`src/hdl/amfr_pkg.sv`:
```
// Shared types and constants of the audio module frame receiver.
package amfr_pkg;

	// Frame geometry
	localparam int unsigned FRAME_LEN   = 10;
	localparam int unsigned POS_W       = 4;
	localparam int unsigned PAYLOAD_N   = 6;
	localparam int unsigned PAYLOAD_IW  = 3;
	localparam logic [POS_W-1:0] POS_START   = 4'd0;
	localparam logic [POS_W-1:0] POS_VERSION = 4'd1;
	localparam logic [POS_W-1:0] POS_LENGTH  = 4'd2;
	localparam logic [POS_W-1:0] POS_CMD     = 4'd3;
	localparam logic [POS_W-1:0] POS_SHORT_END = 4'd7;
	localparam logic [POS_W-1:0] POS_CK_LO   = 4'd8;
	localparam logic [POS_W-1:0] POS_END     = 4'(FRAME_LEN - 1);

	// Queue between framing and decode
	localparam int unsigned QUEUE_DEPTH = 2;

	// Configuration register indexes
	localparam logic [1:0] REG_START   = 2'd0;
	localparam logic [1:0] REG_VERSION = 2'd1;
	localparam logic [1:0] REG_LENGTH  = 2'd2;
	localparam logic [1:0] REG_END     = 2'd3;

	localparam logic [7:0] RST_START   = 8'h7E;
	localparam logic [7:0] RST_VERSION = 8'hFF;
	localparam logic [7:0] RST_LENGTH  = 8'h06;
	localparam logic [7:0] RST_END     = 8'hEF;

	// Message identifiers
	localparam logic [7:0] CMD_INSERTED   = 8'h3A;
	localparam logic [7:0] CMD_REMOVED    = 8'h3B;
	localparam logic [7:0] CMD_FIN_FIRST  = 8'h3C;
	localparam logic [7:0] CMD_FIN_LAST   = 8'h3E;
	localparam logic [7:0] CMD_INIT       = 8'h3F;
	localparam logic [7:0] CMD_ERROR      = 8'h40;
	localparam logic [7:0] CMD_ACK        = 8'h41;
	localparam logic [7:0] CMD_STATUS     = 8'h42;
	localparam logic [7:0] CMD_VOLUME     = 8'h43;
	localparam logic [7:0] CMD_SEQUENCE   = 8'h46;
	localparam logic [7:0] CMD_FCNT_FIRST = 8'h47;
	localparam logic [7:0] CMD_FCNT_LAST  = 8'h49;
	localparam logic [7:0] CMD_TRK_FIRST  = 8'h4B;
	localparam logic [7:0] CMD_TRK_LAST   = 8'h4D;
	localparam logic [7:0] CMD_FOLDER_TRK = 8'h4E;
	localparam logic [7:0] CMD_FOLDERS    = 8'h4F;

	// Event kinds
	localparam logic [3:0] EV_UNKNOWN    = 4'd0;
	localparam logic [3:0] EV_INSERTED   = 4'd1;
	localparam logic [3:0] EV_REMOVED    = 4'd2;
	localparam logic [3:0] EV_FINISHED   = 4'd3;
	localparam logic [3:0] EV_INIT       = 4'd4;
	localparam logic [3:0] EV_ERROR      = 4'd5;
	localparam logic [3:0] EV_ACK        = 4'd6;
	localparam logic [3:0] EV_STATUS     = 4'd7;
	localparam logic [3:0] EV_VOLUME     = 4'd8;
	localparam logic [3:0] EV_FILECOUNT  = 4'd12;
	localparam logic [3:0] EV_TRACK      = 4'd13;
	localparam logic [3:0] EV_FOLDER_TRK = 4'd14;
	localparam logic [3:0] EV_FOLDERS    = 4'd15;

	// Devices
	localparam logic [2:0] DEV_USB     = 3'd0;
	localparam logic [2:0] DEV_SD      = 3'd1;
	localparam logic [2:0] DEV_ONBOARD = 3'd3;
	localparam logic [2:0] DEV_NONE    = 3'd4;

	localparam logic [7:0] STATUS_HI_USB = 8'h01;
	localparam logic [7:0] STATUS_HI_SD  = 8'h02;
	localparam logic [7:0] STATE_MAX     = 8'h02;
	localparam logic [1:0] STATE_ASLEEP  = 2'd3;

	typedef struct packed {
		logic [7:0] start_byte;
		logic [7:0] version_byte;
		logic [7:0] length_byte;
		logic [7:0] end_byte;
	} amfr_cfg_t;

	// One completed frame as handed from framing to decode
	typedef struct packed {
		logic [7:0] command;
		logic [7:0] feedback_byte;
		logic [7:0] param_hi;
		logic [7:0] param_lo;
		logic [7:0] ck_hi;
		logic [7:0] ck_lo;
		logic       full;
	} amfr_frame_t;

	typedef struct packed {
		logic [7:0]  command;
		logic [7:0]  feedback_byte;
		logic [15:0] param;
		logic        checksum_present;
		logic        frame_valid;
		logic [3:0]  event_kind;
		logic [2:0]  device;
		logic [3:0]  device_mask;
		logic [1:0]  module_state;
	} amfr_result_t;

	// Queue handshake seen by its producer and consumer
	typedef struct packed {
		logic full;
		logic empty;
	} amfr_qstat_t;

endpackage

```
`src/hdl/amfr_front.sv`:
```
// Framing front end: tracks byte position, checks template bytes, stores payload.
module amfr_front (
	input  logic                 clk,
	input  logic                 arst_n,
	input  amfr_pkg::amfr_cfg_t  cfg,
	input  logic                 byte_valid,
	input  logic [7:0]           rx_byte,
	output logic                 frm_push,
	output amfr_pkg::amfr_frame_t frm
);

	logic [amfr_pkg::POS_W-1:0] pos_q;
	logic [amfr_pkg::POS_W-1:0] pos;
	logic [amfr_pkg::POS_W-1:0] pos_nxt;
	logic [7:0]                 payload_q [amfr_pkg::PAYLOAD_N];
	logic                       in_payload;
	logic                       short_done;
	logic                       full_done;
	logic                       wr_payload;
	logic [7:0]                 expect_byte;
	logic [amfr_pkg::PAYLOAD_IW-1:0] wr_idx;

	// Treat an out-of-range position as the start
	assign pos = (pos_q > amfr_pkg::POS_END) ? amfr_pkg::POS_START : pos_q;
	assign in_payload = (pos >= amfr_pkg::POS_CMD) && (pos <= amfr_pkg::POS_CK_LO);
	assign wr_idx = amfr_pkg::PAYLOAD_IW'(pos - amfr_pkg::POS_CMD);

	always_comb begin
		unique case (pos)
			amfr_pkg::POS_START:   expect_byte = cfg.start_byte;
			amfr_pkg::POS_VERSION: expect_byte = cfg.version_byte;
			amfr_pkg::POS_LENGTH:  expect_byte = cfg.length_byte;
			default:               expect_byte = cfg.end_byte;
		endcase
	end

	// Decide next position and frame completion
	always_comb begin
		short_done = 1'b0;
		full_done  = 1'b0;
		wr_payload = 1'b0;
		if (in_payload) begin
			if (pos == amfr_pkg::POS_SHORT_END && rx_byte == cfg.end_byte) begin
				short_done = 1'b1;
				pos_nxt    = amfr_pkg::POS_START;
			end else begin
				wr_payload = 1'b1;
				pos_nxt    = pos + 1'b1;
			end
		end else if (rx_byte == expect_byte) begin
			if (pos == amfr_pkg::POS_END) begin
				full_done = 1'b1;
				pos_nxt   = amfr_pkg::POS_START;
			end else begin
				pos_nxt = pos + 1'b1;
			end
		end else begin
			// Resynchronize on a stray start byte
			pos_nxt = (rx_byte == cfg.start_byte) ? amfr_pkg::POS_VERSION
			                                      : amfr_pkg::POS_START;
		end
	end

	always_ff @(posedge clk or negedge arst_n) begin
		if (!arst_n) begin
			pos_q <= amfr_pkg::POS_START;
		end else if (byte_valid) begin
			pos_q <= pos_nxt;
		end
	end

	// Capture payload bytes at their positions
	always_ff @(posedge clk) begin
		for (int i = 0; i < amfr_pkg::PAYLOAD_N; i++) begin
			if (byte_valid && wr_payload && wr_idx == amfr_pkg::PAYLOAD_IW'(i)) begin
				payload_q[i] <= rx_byte;
			end
		end
	end

	assign frm_push          = byte_valid && (short_done || full_done);
	assign frm.command       = payload_q[0];
	assign frm.feedback_byte = payload_q[1];
	assign frm.param_hi      = payload_q[2];
	assign frm.param_lo      = payload_q[3];
	assign frm.ck_hi         = payload_q[4];
	assign frm.ck_lo         = payload_q[5];
	assign frm.full          = full_done;

endmodule

```
`src/hdl/amfr_queue.sv`:
```
// Short register queue of completed frames between framing and decode.
module amfr_queue (
	input  logic                  clk,
	input  logic                  arst_n,
	input  logic                  push,
	input  amfr_pkg::amfr_frame_t wr_frame,
	input  logic                  pop,
	output amfr_pkg::amfr_frame_t rd_frame,
	output amfr_pkg::amfr_qstat_t stat
);

	localparam int unsigned AW = $clog2(amfr_pkg::QUEUE_DEPTH);

	amfr_pkg::amfr_frame_t   mem_q [amfr_pkg::QUEUE_DEPTH];
	logic [AW-1:0]           wr_ptr_q;
	logic [AW-1:0]           rd_ptr_q;
	logic [AW:0]             count_q;
	logic                    do_push;
	logic                    do_pop;

	assign stat.full  = (count_q == (AW+1)'(amfr_pkg::QUEUE_DEPTH));
	assign stat.empty = (count_q == '0);
	assign do_push    = push && !stat.full;
	assign do_pop     = pop && !stat.empty;
	assign rd_frame   = mem_q[rd_ptr_q];

	// Advance pointers and occupancy
	always_ff @(posedge clk or negedge arst_n) begin
		if (!arst_n) begin
			wr_ptr_q <= '0;
			rd_ptr_q <= '0;
			count_q  <= '0;
		end else begin
			if (do_push) begin
				wr_ptr_q <= (wr_ptr_q == AW'(amfr_pkg::QUEUE_DEPTH - 1)) ? '0 : wr_ptr_q + 1'b1;
			end
			if (do_pop) begin
				rd_ptr_q <= (rd_ptr_q == AW'(amfr_pkg::QUEUE_DEPTH - 1)) ? '0 : rd_ptr_q + 1'b1;
			end
			if (do_push && !do_pop) begin
				count_q <= count_q + 1'b1;
			end else if (do_pop && !do_push) begin
				count_q <= count_q - 1'b1;
			end
		end
	end

	// Store the frame
	always_ff @(posedge clk) begin
		if (do_push) begin
			mem_q[wr_ptr_q] <= wr_frame;
		end
	end

endmodule

```
`src/hdl/amfr_back.sv`:
```
// Decode back end: checksum verdict, event decode and the result register.
module amfr_back (
	input  logic                  clk,
	input  logic                  arst_n,
	input  amfr_pkg::amfr_cfg_t   cfg,
	input  amfr_pkg::amfr_frame_t frm,
	input  logic                  frm_avail,
	output logic                  frm_take,
	output amfr_pkg::amfr_result_t res,
	output logic                  res_valid,
	input  logic                  res_pop
);

	amfr_pkg::amfr_result_t res_q;
	amfr_pkg::amfr_result_t res_nxt;
	logic                   res_valid_q;
	logic [15:0]            sum16;
	logic [7:0]             cmd;
	logic [7:0]             hi;
	logic [7:0]             lo;
	logic [7:0]             diff;

	function automatic logic [2:0] dev_of(input logic [1:0] k);
		logic [2:0] d;
		case (k)
			2'd0:    d = amfr_pkg::DEV_USB;
			2'd1:    d = amfr_pkg::DEV_SD;
			2'd2:    d = amfr_pkg::DEV_ONBOARD;
			default: d = amfr_pkg::DEV_NONE;
		endcase
		return d;
	endfunction

	assign cmd = frm.command;
	assign hi  = frm.param_hi;
	assign lo  = frm.param_lo;

	// Two's-complement checksum over bytes 1..6 plus received checksum
	assign sum16 = 16'(cfg.version_byte) + 16'(cfg.length_byte) + 16'(cmd)
	             + 16'(frm.feedback_byte) + 16'(hi) + 16'(lo) + {frm.ck_hi, frm.ck_lo};

	// Decode the event
	always_comb begin
		res_nxt.command          = cmd;
		res_nxt.feedback_byte    = frm.feedback_byte;
		res_nxt.param            = {hi, lo};
		res_nxt.checksum_present = frm.full;
		res_nxt.frame_valid      = frm.full ? (sum16 == '0) : 1'b1;
		res_nxt.event_kind       = amfr_pkg::EV_UNKNOWN;
		res_nxt.device           = amfr_pkg::DEV_NONE;
		res_nxt.device_mask      = '0;
		res_nxt.module_state     = '0;
		diff = '0;
		unique case (cmd) inside
			amfr_pkg::CMD_INSERTED: begin
				res_nxt.event_kind  = amfr_pkg::EV_INSERTED;
				res_nxt.device_mask = {1'b0, lo[2:0]};
			end
			amfr_pkg::CMD_REMOVED: begin
				res_nxt.event_kind  = amfr_pkg::EV_REMOVED;
				res_nxt.device_mask = {1'b0, lo[2:0]};
			end
			[amfr_pkg::CMD_FIN_FIRST:amfr_pkg::CMD_FIN_LAST]: begin
				diff               = cmd - amfr_pkg::CMD_FIN_FIRST;
				res_nxt.event_kind = amfr_pkg::EV_FINISHED;
				res_nxt.device     = dev_of(diff[1:0]);
			end
			amfr_pkg::CMD_INIT: begin
				res_nxt.event_kind  = amfr_pkg::EV_INIT;
				res_nxt.device_mask = {lo[4], lo[2:0]};
			end
			amfr_pkg::CMD_ERROR: res_nxt.event_kind = amfr_pkg::EV_ERROR;
			amfr_pkg::CMD_ACK:   res_nxt.event_kind = amfr_pkg::EV_ACK;
			amfr_pkg::CMD_STATUS: begin
				res_nxt.event_kind = amfr_pkg::EV_STATUS;
				if (hi == amfr_pkg::STATUS_HI_USB) begin
					res_nxt.device = amfr_pkg::DEV_USB;
				end else if (hi == amfr_pkg::STATUS_HI_SD) begin
					res_nxt.device = amfr_pkg::DEV_SD;
				end
				res_nxt.module_state = (lo <= amfr_pkg::STATE_MAX) ? lo[1:0]
				                                                   : amfr_pkg::STATE_ASLEEP;
			end
			[amfr_pkg::CMD_VOLUME:amfr_pkg::CMD_SEQUENCE]: begin
				diff               = cmd - amfr_pkg::CMD_VOLUME;
				res_nxt.event_kind = amfr_pkg::EV_VOLUME + {2'b00, diff[1:0]};
			end
			[amfr_pkg::CMD_FCNT_FIRST:amfr_pkg::CMD_FCNT_LAST]: begin
				diff               = cmd - amfr_pkg::CMD_FCNT_FIRST;
				res_nxt.event_kind = amfr_pkg::EV_FILECOUNT;
				res_nxt.device     = dev_of(diff[1:0]);
			end
			[amfr_pkg::CMD_TRK_FIRST:amfr_pkg::CMD_TRK_LAST]: begin
				diff               = cmd - amfr_pkg::CMD_TRK_FIRST;
				res_nxt.event_kind = amfr_pkg::EV_TRACK;
				res_nxt.device     = dev_of(diff[1:0]);
			end
			amfr_pkg::CMD_FOLDER_TRK: res_nxt.event_kind = amfr_pkg::EV_FOLDER_TRK;
			amfr_pkg::CMD_FOLDERS:    res_nxt.event_kind = amfr_pkg::EV_FOLDERS;
			default: ;
		endcase
	end

	// Refill the result register when it is empty or being drained
	assign frm_take  = frm_avail && (!res_valid_q || res_pop);
	assign res       = res_q;
	assign res_valid = res_valid_q;

	always_ff @(posedge clk or negedge arst_n) begin
		if (!arst_n) begin
			res_valid_q <= 1'b0;
		end else if (frm_take) begin
			res_valid_q <= 1'b1;
		end else if (res_pop) begin
			res_valid_q <= 1'b0;
		end
	end

	always_ff @(posedge clk) begin
		if (frm_take) begin
			res_q <= res_nxt;
		end
	end

endmodule

```
`src/hdl/audio_module_frame_receiver.sv`:
```
// Audio module frame receiver: one byte per cycle in while full is low, one decoded result
// per completed frame. Each frame passes through the frame queue, then the result register.
// Framing and decode are parted by a two-entry frame queue.
// full rises only when two frames wait in the queue behind an unread result.
// Reset (arst_n low, asynchronous): position returns to the start, queue and result empty,
// template registers return to 0x7E, 0xFF, 0x06, 0xEF.
module audio_module_frame_receiver (
	input  logic        clk,
	input  logic        arst_n,
	input  logic        push,
	output logic        full,
	input  logic [7:0]  rx_byte,
	output logic        empty,
	input  logic        pop,
	output logic [7:0]  command,
	output logic [7:0]  feedback_byte,
	output logic [15:0] param,
	output logic        checksum_present,
	output logic        frame_valid,
	output logic [3:0]  event_kind,
	output logic [2:0]  device,
	output logic [3:0]  device_mask,
	output logic [1:0]  module_state,
	input  logic        cfg_valid,
	output logic        cfg_ready,
	input  logic [1:0]  cfg_index,
	input  logic [7:0]  cfg_data
);

	amfr_pkg::amfr_cfg_t    cfg_q;
	amfr_pkg::amfr_frame_t  frm_in;
	amfr_pkg::amfr_frame_t  frm_out;
	amfr_pkg::amfr_qstat_t  qstat;
	amfr_pkg::amfr_result_t res;
	logic                   frm_push;
	logic                   frm_take;
	logic                   res_valid;
	logic                   byte_take;

	assign cfg_ready = 1'b1;
	assign full      = qstat.full;
	assign byte_take = push && !qstat.full;

	// Write template registers
	always_ff @(posedge clk or negedge arst_n) begin
		if (!arst_n) begin
			cfg_q.start_byte   <= amfr_pkg::RST_START;
			cfg_q.version_byte <= amfr_pkg::RST_VERSION;
			cfg_q.length_byte  <= amfr_pkg::RST_LENGTH;
			cfg_q.end_byte     <= amfr_pkg::RST_END;
		end else if (cfg_valid && cfg_ready) begin
			unique case (cfg_index)
				amfr_pkg::REG_START:   cfg_q.start_byte   <= cfg_data;
				amfr_pkg::REG_VERSION: cfg_q.version_byte <= cfg_data;
				amfr_pkg::REG_LENGTH:  cfg_q.length_byte  <= cfg_data;
				amfr_pkg::REG_END:     cfg_q.end_byte     <= cfg_data;
				default: ;
			endcase
		end
	end

	amfr_front u_front (
		.clk        (clk),
		.arst_n     (arst_n),
		.cfg        (cfg_q),
		.byte_valid (byte_take),
		.rx_byte    (rx_byte),
		.frm_push   (frm_push),
		.frm        (frm_in)
	);

	amfr_queue u_queue (
		.clk      (clk),
		.arst_n   (arst_n),
		.push     (frm_push),
		.wr_frame (frm_in),
		.pop      (frm_take),
		.rd_frame (frm_out),
		.stat     (qstat)
	);

	amfr_back u_back (
		.clk       (clk),
		.arst_n    (arst_n),
		.cfg       (cfg_q),
		.frm       (frm_out),
		.frm_avail (!qstat.empty),
		.frm_take  (frm_take),
		.res       (res),
		.res_valid (res_valid),
		.res_pop   (pop)
	);

	assign empty            = !res_valid;
	assign command          = res.command;
	assign feedback_byte    = res.feedback_byte;
	assign param            = res.param;
	assign checksum_present = res.checksum_present;
	assign frame_valid      = res.frame_valid;
	assign event_kind       = res.event_kind;
	assign device           = res.device;
	assign device_mask      = res.device_mask;
	assign module_state     = res.module_state;

	// A completed frame never meets a full queue
	a_no_lost_frame: assert property (@(posedge clk) disable iff (!arst_n)
		frm_push |-> !qstat.full) else $error("frame pushed into full queue");

	// Short frames always report valid
	a_short_valid: assert property (@(posedge clk) disable iff (!arst_n)
		(!empty && !checksum_present) |-> frame_valid) else $error("short frame marked invalid");

	// Module state is reported only with a status reply
	a_state_only_status: assert property (@(posedge clk) disable iff (!arst_n)
		(!empty && event_kind != amfr_pkg::EV_STATUS) |-> (module_state == 2'd0))
		else $error("module state outside status reply");

	// A taken result with nothing queued leaves the result side empty
	a_drain: assert property (@(posedge clk) disable iff (!arst_n)
		(!empty && pop && qstat.empty) |=> empty) else $error("result repeated");

endmodule
```
`config.mk`:
```
export PLATFORM = sky130hd
export DESIGN_NAME = audio_module_frame_receiver
export DESIGN_NICKNAME = d
export VERILOG_FILES = /design/src/hdl/amfr_pkg.sv /design/src/hdl/amfr_front.sv /design/src/hdl/amfr_queue.sv /design/src/hdl/amfr_back.sv /design/src/hdl/audio_module_frame_receiver.sv
export SDC_FILE = /design/constraint.sdc
export NUM_CORES = 1
export LEC_CHECK = 0
export ABC_AREA = 1
export BUFFER_PORTS_ARGS = -buffer_cell sky130_fd_sc_hd__clkbuf_2
export CAP_MARGIN = 20
export CORE_UTILIZATION = 51
export CTS_CLUSTER_SIZE = 20
export DETAILED_ROUTE_END_ITERATION = 6
export PLACE_DENSITY = 0.73
export SYNTH_ARGS = -nofsm -noshare
export SYNTH_HDL_FRONTEND = slang
export SYNTH_SLANG_ARGS = --single-unit
```
`constraint.sdc`:
```
create_clock -name clk -period 8.3 [get_ports clk]
set_input_delay 1.66 -clock clk [delete_from_list [all_inputs] [get_ports clk]]
set_output_delay 1.66 -clock clk [all_outputs]
set_load 0.1 [all_outputs]
```
==> impl_results.md, run 1 <==
* Status: completed
* H-Tree Level Count at 1
* Routed wire length on met3 at 1501 um
* Die Ht at 150.5 um
* F_max at 0.1554 GHz
* Synth Net Count at 1070
* Placed cells at 1305
* Grt ovf at 0
* Worst Tran Pin Value at 0.9037 ns
* Share of flip-flops with an asynchronous set or reset at 17.52%
* TritonCTS clock tree: yes
* Maximum clock path buffer count at 3
* Hold_buf cts at 0
* Clock latency on the worst-skew pair at 0.52 ns
* HP Class: register to register
* Setup tns final at 0 ns
* Worst hold endpoint: u_queue.mem_q[0][45]
* Synth area leaders: edfxtp_1 52%, nand2_1 6.9%, fa_1 5.7%, dfstp_2 5.4%, ha_1 4.8%
* Fin crit share at roughly 78%
* Post-CTS Setup Bufs at 0
* Largest net degree at the start of global routing at 50
* R2r startpoint: u_queue.rd_ptr_q
* Core box area at roughly 21000 um2
* Warnings from Yosys at 0
* Minimum setup slack among reg-to-reg paths at 1.87 ns
* Buffers on Ports at 71
* WHS Path Cells at 0
* Setup Viol. Count Final at 0
* Max_slew headroom at between 30 and 40%
* Routed wire length per instance at 17.32 um
* DR top layer: met4
* CP endpoint kind: register
* Worst Skew at 0.01480 ns
* Cts bufs inserted at 25
* Crit Path Class: register to register
* Antenna Cells at 0
* Critical Path AT at around 6.7 ns
* Die ar. at between 20000 and 25000 um2
* Sequential element share of the synthesized area at between 60% and 70%
* CP Data Required Time at 8.58 ns
* Total wire length at about 23000 um
* Post-Layout Cell Count at 1353
* Initial Util at between 50% and 60%
* DIE WIDTH at approximately 150 um
* Worst Hold Launch: u_front.payload_q[0][4]
* # resized after CTS at 0
* Remaining antenna violation count at 0
* Area grow syn2layout at 13.58%
* Max cap viols at 0
* DR DRC count at 0
* Vias per inst at 5.288
* Vias in the first global route at between 6000 and 7000
* Mapped Cells at 972
* Global-route wire length before repair at about 37000 um
* Final min period at about 6.4 ns
* Fillers at 1714
* Slew Limit Fails at 0
* Final #Nets at 1157
* Routability Congestion at 0.8908
* Yosys reg bits at 234
* Post-synth cell types at 50
* Initial antenna violation count at 0
* GRT Overall Usage at 21.41%
* Mean post-synth cell area at roughly 12 um2
* Root buf cell: clkbuf_16
* Met1 WL at between 9000 and 10000 um
* Commonest cells after routing, fill and taps aside: 208 x nand2_1, 193 x edfxtp_1, 111 x inv_1
* Worst r2r path cells at 27
* Row count at 53
* Commonest non-fill, non-tap cell in the layout: nand2_1
* Post-DP HPWL at 16460 um
* First DRT Iteration DRCs at 590
* Detailed Routing Iterations Pass 1 at 5
* IO Count at 73
* CP max FO at 18
* Reg2reg end: u_back.res[13]
* Layout cells sized above 1 at 16.14%
* Top cell type's share of synthesized area at 51.52%
* Clock Sinks at 234
* Clock Pin Slew Worst Setup and Hold Paths at 0.06 ns
* Number of synthesized flops with an enable pin at 193
* Synth Flop Type: edfxtp_1
* RSZ-0062 raised after global routing: false
* Post-Syn Area at 11250 um2
* Hold Vio Cnt, Final at 0
* Via count at 7154
* Largest area contributor in the netlist: edfxtp_1
* Type of origin of the critical path: register
* Met2 WL at 11630 um
-- metrics by stage --
| step | util [%] | setup slack [ns] | hold WS [ns] | instance area (um2) |
|---|---|---|---|---|
| floorplan | - | 2.549 | 0.4215 | 11250 |
| global placement | 55.74 | 2.110 | 0.4217 | 11900 |
| detailed placement | 55.74 | 1.919 | 0.4307 | 11900 |
| CTS | 59.68 | 1.870 | 0.4353 | 12740 |
| global route | 59.83 | 1.399 | 0.4449 | 12780 |
| finish | 59.83 | 1.866 | 0.4386 | 12780 |
-- final cells by class --
cell class	count	area (um2)	share of cell area (%)
timing repair buffer	83	462.9	3.624
multi-input combinational	600	3844	30.09
clock inverter	14	180.2	1.410
clock buffer	32	661.9	5.181
tap	275	344.1	2.693
inverter	115	431.7	3.379
sequential	234	6852	53.63
-- worst max-delay path by stage --
stage / cells past startpoint / slack [ns] / to / from
6_report: 27 / 1.87 / u_back.res[13] / u_queue.rd_ptr_q
2_1_floorplan: 27 / 2.55 / u_back.res[13] / u_queue.rd_ptr_q
4_1_cts: 27 / 1.87 / u_back.res[13] / u_queue.rd_ptr_q
3_3_place_gp: 27 / 2.11 / u_back.res[13] / u_queue.rd_ptr_q
5_1_grt: 27 / 1.40 / u_back.res[13] / u_queue.rd_ptr_q
3_5_place_dp: 27 / 1.92 / u_back.res[13] / u_queue.rd_ptr_q
-- cell usage after synthesis, types with 2 or more instances --
library cell,number
o21ai_1,2
nand4_1,30
xnor2_1,6
o21ai_0,64
mux2i_1,6
clkbuf_1,9
nor3_1,11
inv_1,112
nand3_2,2
nor2_2,3
or2_1,2
xor2_1,25
buf_2,5
nor4_1,7
dfrtp_1,18
o211ai_1,2
or2_2,11
or2_0,2
buf_6,5
fa_1,32
nand3_1,31
nand3b_1,4
o22ai_1,5
ha_1,43
a21oi_1,21
a31oi_1,7
nand2_1,208
o21bai_1,6
nor2_1,52
buf_4,3
dfstp_2,23
inv_2,3
o21ai_2,2
edfxtp_1,193
o31ai_1,2
-- worst max-delay path, stage by stage, from the launching register on --
cell     delay (ns)
dfrtp_2        0.46
inv_2          0.24
nand2_1        0.08
nand2_1        0.25
inv_1          0.18
fa_1           0.51
inv_1          0.04
ha_1           0.21
fa_1           0.42
a31oi_1        0.30
nor2_1         0.07
o21ai_0        0.19
nand2_1        0.11
xnor2_1        0.14
inv_1          0.07
fa_1           0.47
fa_1           0.55
fa_1           0.43
ha_1           0.37
nand2_1        0.09
nor3_1         0.27
nand3_1        0.13
nand3_1        0.14
xor2_1         0.17
nor2_1         0.06
nor3b_1        0.13
nand4_1        0.07
nand2_1        0.05
-- cells by family (layout without fill, tap and decap cells) --
group | after synthesis | count (layout) | synth area share, %
buf+inv | 138 | 244 | 5.094
simple gates | 368 | 368 | 14.43
mux | 6 | 6 | 0.5339
compound gates | 119 | 119 | 6.118
other cells | 1 | 1 | 0.03334
fa+ha+maj | 75 | 75 | 10.48
xor+xnor | 31 | 31 | 2.414
flops | 234 | 234 | 60.90
-- sequential cells by signal, summed over array words and instances (netlist names), 2 cells and up --
signal / cells
u_queue.count_q: 2
u_front.payload_q: 48
u_queue.mem_q: 98
u_front.pos_q: 4
cfg_q: 32
u_back.res: 47
-- metal layers --
metal | track usage (%) | vias up
li1 | - | 3501
met1 | 28.81 | 3379
met2 | 36.18 | 242
met3 | 3.545 | 32
met4 | 5.354 | 0
met5 | 0 | -
Power of run 1 is left out: the tool's default activity adds up to more than one toggle a clock period on the data nets, which glitch-free logic cannot reach.
==> run 2, diff against run 1 <==
Clock period 8.3 ns to 6.48 ns, I/O delays scaled along.
==> run 2 against run 1 <==
Compared with the run above: wire length shrank 1.4%; critical endpoint unchanged; core utilization shrank 0.10 points; global-route usage shrank 0.091 points; non-clock buffer count grew 1; final cell count is essentially flat; fmax grew 6.1%; sequential share of layout area grew 0.090 points; critical path depth shrank 2; critical path type unchanged; die area is the same; hold slack gained 0.0019 ns.
==> impl_results.md, run 2 (same netlist as run 1, synthesis figures left out) <==
* Vias in the first global route at 6799 (+0.40%)
* Reg2reg end: u_back.res[13]
* Slowest CP cell: fa_1
* Type of origin of the critical path: register
* Slew Limit Fails at 0 (unchanged)
* Clock Sinks at 234 (unchanged)
* Row count at 53 (unchanged)
* F_max at 0.1649 GHz (+6.1%)
* Crit-path max cell delay at 0.54 ns (about the same)
* Commonest cells after routing, fill and taps aside: 208 x nand2_1, 193 x edfxtp_1, 111 x inv_1
* Post-CTS Setup Bufs at 0 (unchanged)
* DP Area at 11910 um2 (about the same)
* WHS Path Cells at 0 (unchanged)
* Grt ovf at 0 (unchanged)
* Largest net degree at the start of global routing at 50 (unchanged)
* Maximum clock path buffer count at 3 (unchanged)
* Worst r2r path cells at 25 (-7.4%)
* R2r startpoint: u_queue.rd_ptr_q
* DIE WIDTH at 150.5 um (unchanged)
* CP max FO at 12 (-6)
* Hold Vio Cnt, Final at 0 (unchanged)
* Post-placement setup slack at 0.3460 ns (-1.573 ns)
* Clock latency on the worst-skew pair at 0.51 ns (about the same)
* Routed wire length per instance at 17.08 um (-1.4%)
* Worst hold endpoint: u_queue.mem_q[1][6]
* Worst Hold Launch: u_front.payload_q[5][5]
* CP endpoint kind: register
* Crit Path Class: register to register
* Final worst slack at 0.4157 ns (-1.451 ns)
* Global-route wire length before repair at 36250 um (-0.76%)
* DR DRC count at 0 (unchanged)
* Placed cells at 1306 (+0.077%)
* Via count at 7150 (-0.056%)
* Worst Skew at 0.01096 ns (-0.003836 ns)
* Routability Congestion at 0.8726 (-2.0%)
* Core box area at 21350 um2 (unchanged)
* H-Tree Level Count at 1 (unchanged)
* Setup tns final at 0 ns (unchanged)
* IO Count at 73 (unchanged)
* Max cap viols at 0 (unchanged)
* Area grow syn2layout at 13.39%
* GRT Overall Usage at 21.32% (-0.091 points)
* Initial antenna violation count at 0 (unchanged)
* Final min period at 6.064 ns (-0.3692 ns)
* Minimum setup slack among reg-to-reg paths at 0.42 ns (-1.45 ns)
* Setup Viol. Count Final at 0 (unchanged)
* Design area at 12750 um2 (-0.17%)
* CP Data Required Time at 6.74 ns (-1.84 ns)
* Biggest register: u_queue.mem_q
* Clock Pin Slew Worst Setup and Hold Paths at 0.06 ns (about the same)
* Total wire length at 23100 um (-1.4%)
* Critical Path AT at 6.33 ns (-0.38 ns)
* Root buf cell: clkbuf_16
* Hold_buf cts at 0 (unchanged)
* HP Class: register to register
* Layout cells sized above 1 at 16.43% (+0.29 points)
* Post-Layout Cell Count at 1352 (-0.074%)
* Final #Nets at 1158 (+0.086%)
* Worst Tran Pin Value at 0.9196 ns (+0.01586 ns)
* Commonest non-fill, non-tap cell in the layout: nand2_1
* Die Ht at 150.5 um (unchanged)
* First DRT Iteration DRCs at 529 (-10%)
* Cts bufs inserted at 25 (unchanged)
* CP dominant cell by count: fa_1
* TritonCTS clock tree: yes
* Fin crit share at 93.59% (+16 points)
* RSZ-0062 raised after global routing: false
* Status: completed
* Vias per inst at 5.288 (about the same)
* Post-DP HPWL at 16210 um (-1.5%)
* Detailed Routing Iterations Pass 1 at 5 (unchanged)
* Buffers on Ports at 71 (unchanged)
* Initial Util at 52.68% (unchanged)
* Max FFs per register at 98 (unchanged)
* Die ar. at 22650 um2 (unchanged)
* Remaining antenna violation count at 0 (unchanged)
* Max_slew headroom at 38.55% (-1.1 points)
* Antenna Cells at 0 (unchanged)
-- run 2: changes by cell type in the layout (fill, tap and decap cells not counted) --
cell | previous run | this run
buf_4 | 10 | 11
bufinv_16 | 4 | 3
clkbuf_1 | 6 | 3
clkbuf_8 | 1 | 0
clkinv_2 | 3 | 4
clkinvlp_4 | 1 | 2
inv_6 | 1 | 2
nor3_1 | 11 | 10
nor3_2 | 0 | 1
-- run 2: area by class of cell --
cell class | count | area [um2]
flip-flops and latches | 234 | 6852
multi-input cells | 600 | 3849
fillers | 1723 | 8598
well taps | 275 | 344.1
clock inverters | 16 | 171.4
clock buffers | 28 | 636.9
repair buffers | 84 | 470.5
inverters | 115 | 431.7
-- run 2: worst max path at each step --
stage                           startpoint              to  slack [ns]  cells after the start
final                     u_queue.rd_ptr_q  u_back.res[13]        0.42                     25
after global routing      u_queue.rd_ptr_q  u_back.res[13]        0.04                     26
after global placement    u_queue.rd_ptr_q  u_back.res[13]        0.52                     25
after CTS                 u_queue.rd_ptr_q  u_back.res[13]        0.31                     25
after floorplan           u_queue.rd_ptr_q  u_back.res[13]        0.73                     27
after detailed placement  u_queue.rd_ptr_q  u_back.res[13]        0.35                     25
-- run 2: stage by stage --
stage / hold WS (ns) / utilization (%)
finish: 0.4405 / 59.73
global route: 0.4451 / 59.73
CTS: 0.4384 / 59.56
detailed placement: 0.4296 / 55.77
global placement: 0.4220 / 55.77
floorplan: 0.4215 / -
-- run 2: metal layers --
| layer | track usage (%) | part of all wire (%) |
|---|---|---|
| met5 | 0 | 0 |
| met4 | 6.970 | 3.0 |
| met3 | 2.939 | 5.1 |
| met2 | 35.07 | 48 |
| met1 | 29.30 | 44 |
-- run 2: repair_timing --
action	4_1_cts	5_1_grt
gates resized for setup	0	1
endpoints found under the hold margin	0	0
endpoints found under the setup margin	0	1
-- run 2: critical path: cells and delay by family (launching register included) --
family / cells / cell delay (ns)
buffers and inverters: 2 / 0.18
AOI/OAI and AO/OA: 5 / 1.07
adders and majority gates: 7 / 2.82
xor gates and xnor gates: 2 / 0.28
DFF: 1 / 0.51
and+or+nand+nor: 9 / 0.95
Power of run 2 is left out for the same reason.
==> run 3, diff against run 2 <==
Settings changed: ABC_AREA 1 to not set, CORE_ASPECT_RATIO set to 1.25.
==> run 3 against run 2 <==
Compared with the run above: sequential share of layout area grew 0.56 points; via count shrank 12%; critical path depth shrank 4; highest routed layer unchanged; largest cell class unchanged.
==> impl_results.md, run 3 <==
* R2r startpoint: u_queue.rd_ptr_q
* Worst path cell trace: mux2i_4 -> inv_1 -> fa_1 -> ha_2 -> fa_1 -> a21o_1 -> a21oi_2 -> o21bai_1 -> a21oi_2 -> xnor2_1 -> fa_1 -> fa_1 -> fa_1 -> ha_1 -> a21o_1 -> a2111o_1 -> a211o_1 -> a2111oi_2 -> nand4_1 -> a2111o_1 -> o31ai_2
* Detailed Routing Iterations Pass 1 at 5 (unchanged)
* Fillers at 1585 (-8.0%)
* Design area at 12620 um2 (-1.0%)
* Antenna Cells at 0 (unchanged)
* Commonest cells after routing, fill and taps aside: 193 x edfxtp_1, 73 x clkbuf_2, 52 x mux2_2
* FF+latch area at 6852 um2 (unchanged)
* GRT Overall Usage at 20.90% (-0.42 points)
* Footprint of the multi-input gates at 3879 um2 (+0.78%)
* Total wire length at 22270 um (-3.6%)
* DR DRC count at 0 (unchanged)
* Crit Path Class: register to register
* Largest net degree at the start of global routing at 48 (-4.0%)
* Final Core Density at 60.21% (+0.47 points)
* TritonCTS clock tree: yes
* HP Class: register to register
* Max_slew headroom at 31.71% (-6.8 points)
* Post-DP HPWL at 15610 um (-3.7%)
* Share of flip-flops with an asynchronous set or reset at 17.52% (unchanged)
* Remaining antenna violation count at 0 (unchanged)
* Initial Util at 52.34% (-0.34 points)
* Yosys reg bits at 234 (unchanged)
* H-Tree Level Count at 1 (unchanged)
* Max FFs per register at 98 (unchanged)
* Setup tns final at 0 ns (unchanged)
* Status: completed
* Synth Flop Type: edfxtp_1
* DIE WIDTH at 133.2 um (-12%)
* Largest area contributor in the netlist: edfxtp_1
* Worst Skew at 0.01245 ns (+0.001488 ns)
* Critical path's top delay family: adder cells
* Number of synthesized flops with an enable pin at 193 (unchanged)
* Clock Sinks at 234 (unchanged)
* Hold Vio Cnt, Final at 0 (unchanged)
* Synth Net Count at 838 (-22%)
* Worst Tran Pin Value at 1.024 ns (+0.1048 ns)
* Vias per inst at 5.598 (+5.9%)
* Max cap viols at 0 (unchanged)
* Buffers on Ports at 71 (unchanged)
* Via count at 6309 (-12%)
* Final min period at 6.175 ns (+0.1110 ns)
* Final #Nets at 934 (-19%)
* Row count at 59 (+11%)
* Type of origin of the critical path: register
* IO Count at 73 (unchanged)
* CP max FO at 5 (-7)
* Mapped Cells at 740 (-24%)
* Top cells by count, synth: 193 x edfxtp_1, 52 x mux2_2, 49 x inv_1, 43 x ha_1, 33 x nor2_1
* Number of buffers and inverters on the critical path at 1 (-1)
* Cts bufs inserted at 23 (-8.0%)
* First DRT Iteration DRCs at 341 (-36%)
* Clock latency on the worst-skew pair at 0.51 ns (about the same)
* Die Ht at 166.0 um (+10%)
* Post-Syn Area at 10970 um2 (-2.4%)
* Grt ovf at 0 (unchanged)
* Maximum clock path buffer count at 3 (unchanged)
* Routed wire length per instance at 19.76 um (+16%)
* Most common cell in the netlist: edfxtp_1
* F_max at 0.1619 GHz (-1.8%)
* DP Area at 11730 um2 (-1.5%)
* Mean post-synth cell area at 14.83 um2 (+28%)
* Slowest CP cell: dfrtp_2
* Worst hold slack at 0.4453 ns (+0.004786 ns)
* Core box area at 20970 um2 (-1.8%)
* Vias in the first global route at 6546 (-3.7%)
* Layout cells sized above 1 at 26.38% (+9.9 points)
* Crit-path max cell delay at 0.48 ns (-0.06 ns)
* Area grow syn2layout at 15.03%
* Post-synth cell types at 62 (+24%)
* Hold_buf cts at 0 (unchanged)
* Warnings from Yosys at 0 (unchanged)
* Worst Hold Launch: u_front.payload_q[0][5]
* Clock Pin Slew Worst Setup and Hold Paths at 0.06 ns (about the same)
* Synth area leaders: edfxtp_1 53%, fa_1 5.8%, dfstp_2 5.5%, mux2_2 5.3%, ha_1 4.9%
* CP endpoint kind: register
* CP Data Required Time at 6.82 ns (+0.08 ns)
* Die ar. at 22110 um2 (-2.4%)
* Biggest register: u_queue.mem_q
* Slew Limit Fails at 0 (unchanged)
* CP startpoint: u_queue.rd_ptr_q
* Sequential element share of the synthesized area at 62.43% (+1.5 points)
* Critical Path AT at 6.51 ns (+0.18 ns)
* CP dominant cell by count: fa_1
* Top cell type's share of synthesized area at 52.82% (+1.3 points)
* Initial antenna violation count at 0 (unchanged)
* Routability Congestion at 0.8922 (+2.2%)
* Global-route wire length before repair at 35370 um (-2.4%)
* Commonest non-fill, non-tap cell in the layout: edfxtp_1
* Fin crit share at 95.30% (+1.7 points)
* Root buf cell: clkbuf_16
* Setup Viol. Count Final at 0 (unchanged)
-- run 3: cell types whose count changed in the layout (fill, tap and decap cells not counted), sizes merged, moves of 9 or more --
| cell | previous run | this run |
|---|---|---|
| nor2 | 56 | 34 |
| mux2i | 6 | 18 |
| inv | 117 | 53 |
| or2 | 15 | 1 |
| o21ai | 68 | 21 |
| mux2 | 0 | 65 |
| nand3 | 33 | 16 |
| nand2 | 210 | 22 |
| xnor2 | 6 | 15 |
| nand4 | 30 | 7 |
-- run 3: cell families (layout without fill, tap and decap cells) --
| family | after synthesis | count (layout) | share of synthesized area, % |
|---|---|---|---|
| and+or+nand+nor | 131 | 131 | 6.237 |
| AOI/OAI and AO/OA | 111 | 111 | 6.955 |
| other | 1 | 1 | 0.03417 |
| buffers and inverters | 71 | 184 | 2.577 |
| muxes | 83 | 83 | 8.312 |
| DFF | 234 | 234 | 62.43 |
| adders and majority gates | 75 | 75 | 10.74 |
| xor gates and xnor gates | 34 | 34 | 2.714 |
-- run 3: layer usage --
layer  global-route usage, %  up-vias  wire [um]
met5                       0        -          0
li1                        -     2946          -
met3                   2.411       39        859
met2                   38.33      195      11950
met1                   25.21     3129       8828
met4                   7.460        0        635
-- run 3: area by class of cell --
cell class | instances | share of cell area, %
sequential | 234 | 54.28
multi-input combinational | 435 | 30.73
clock buffer | 31 | 5.224
timing repair buffer | 91 | 4.193
tap | 274 | 2.716
inverter | 51 | 1.517
clock inverter | 11 | 1.338
-- run 3: per-stage QoR --
step                      setup WS [ns]  std cells
after floorplan                 0.01374        740
after global placement           0.1550       1083
after CTS                       0.02339       1125
after detailed placement        0.07335       1083
final                            0.3047       1127
after global routing           -0.01729       1127
-- run 3: final timing paths --
path,slack (ns),cells after the start,end
worst min register to register,0.45,0,u_queue.mem_q[0][46]
max in group asynchronous,5.13,2,cfg_q[16]
worst max register to register,0.30,21,u_back.res[13]
min in group asynchronous,0.76,1,cfg_q[4]
worst min-delay path,0.45,0,u_queue.mem_q[0][46]
worst max-delay path,0.30,21,u_back.res[13]
-- run 3: repair_timing --
| item | 4_1_cts | 5_1_grt |
|---|---|---|
| hold endpoints to repair | 0 | 0 |
| endpoints found under the setup margin | 0 | 1 |
| setup buffers | 0 | 1 |
| resized for setup | 0 | 8 |
Power of run 3 is left out for the same reason.
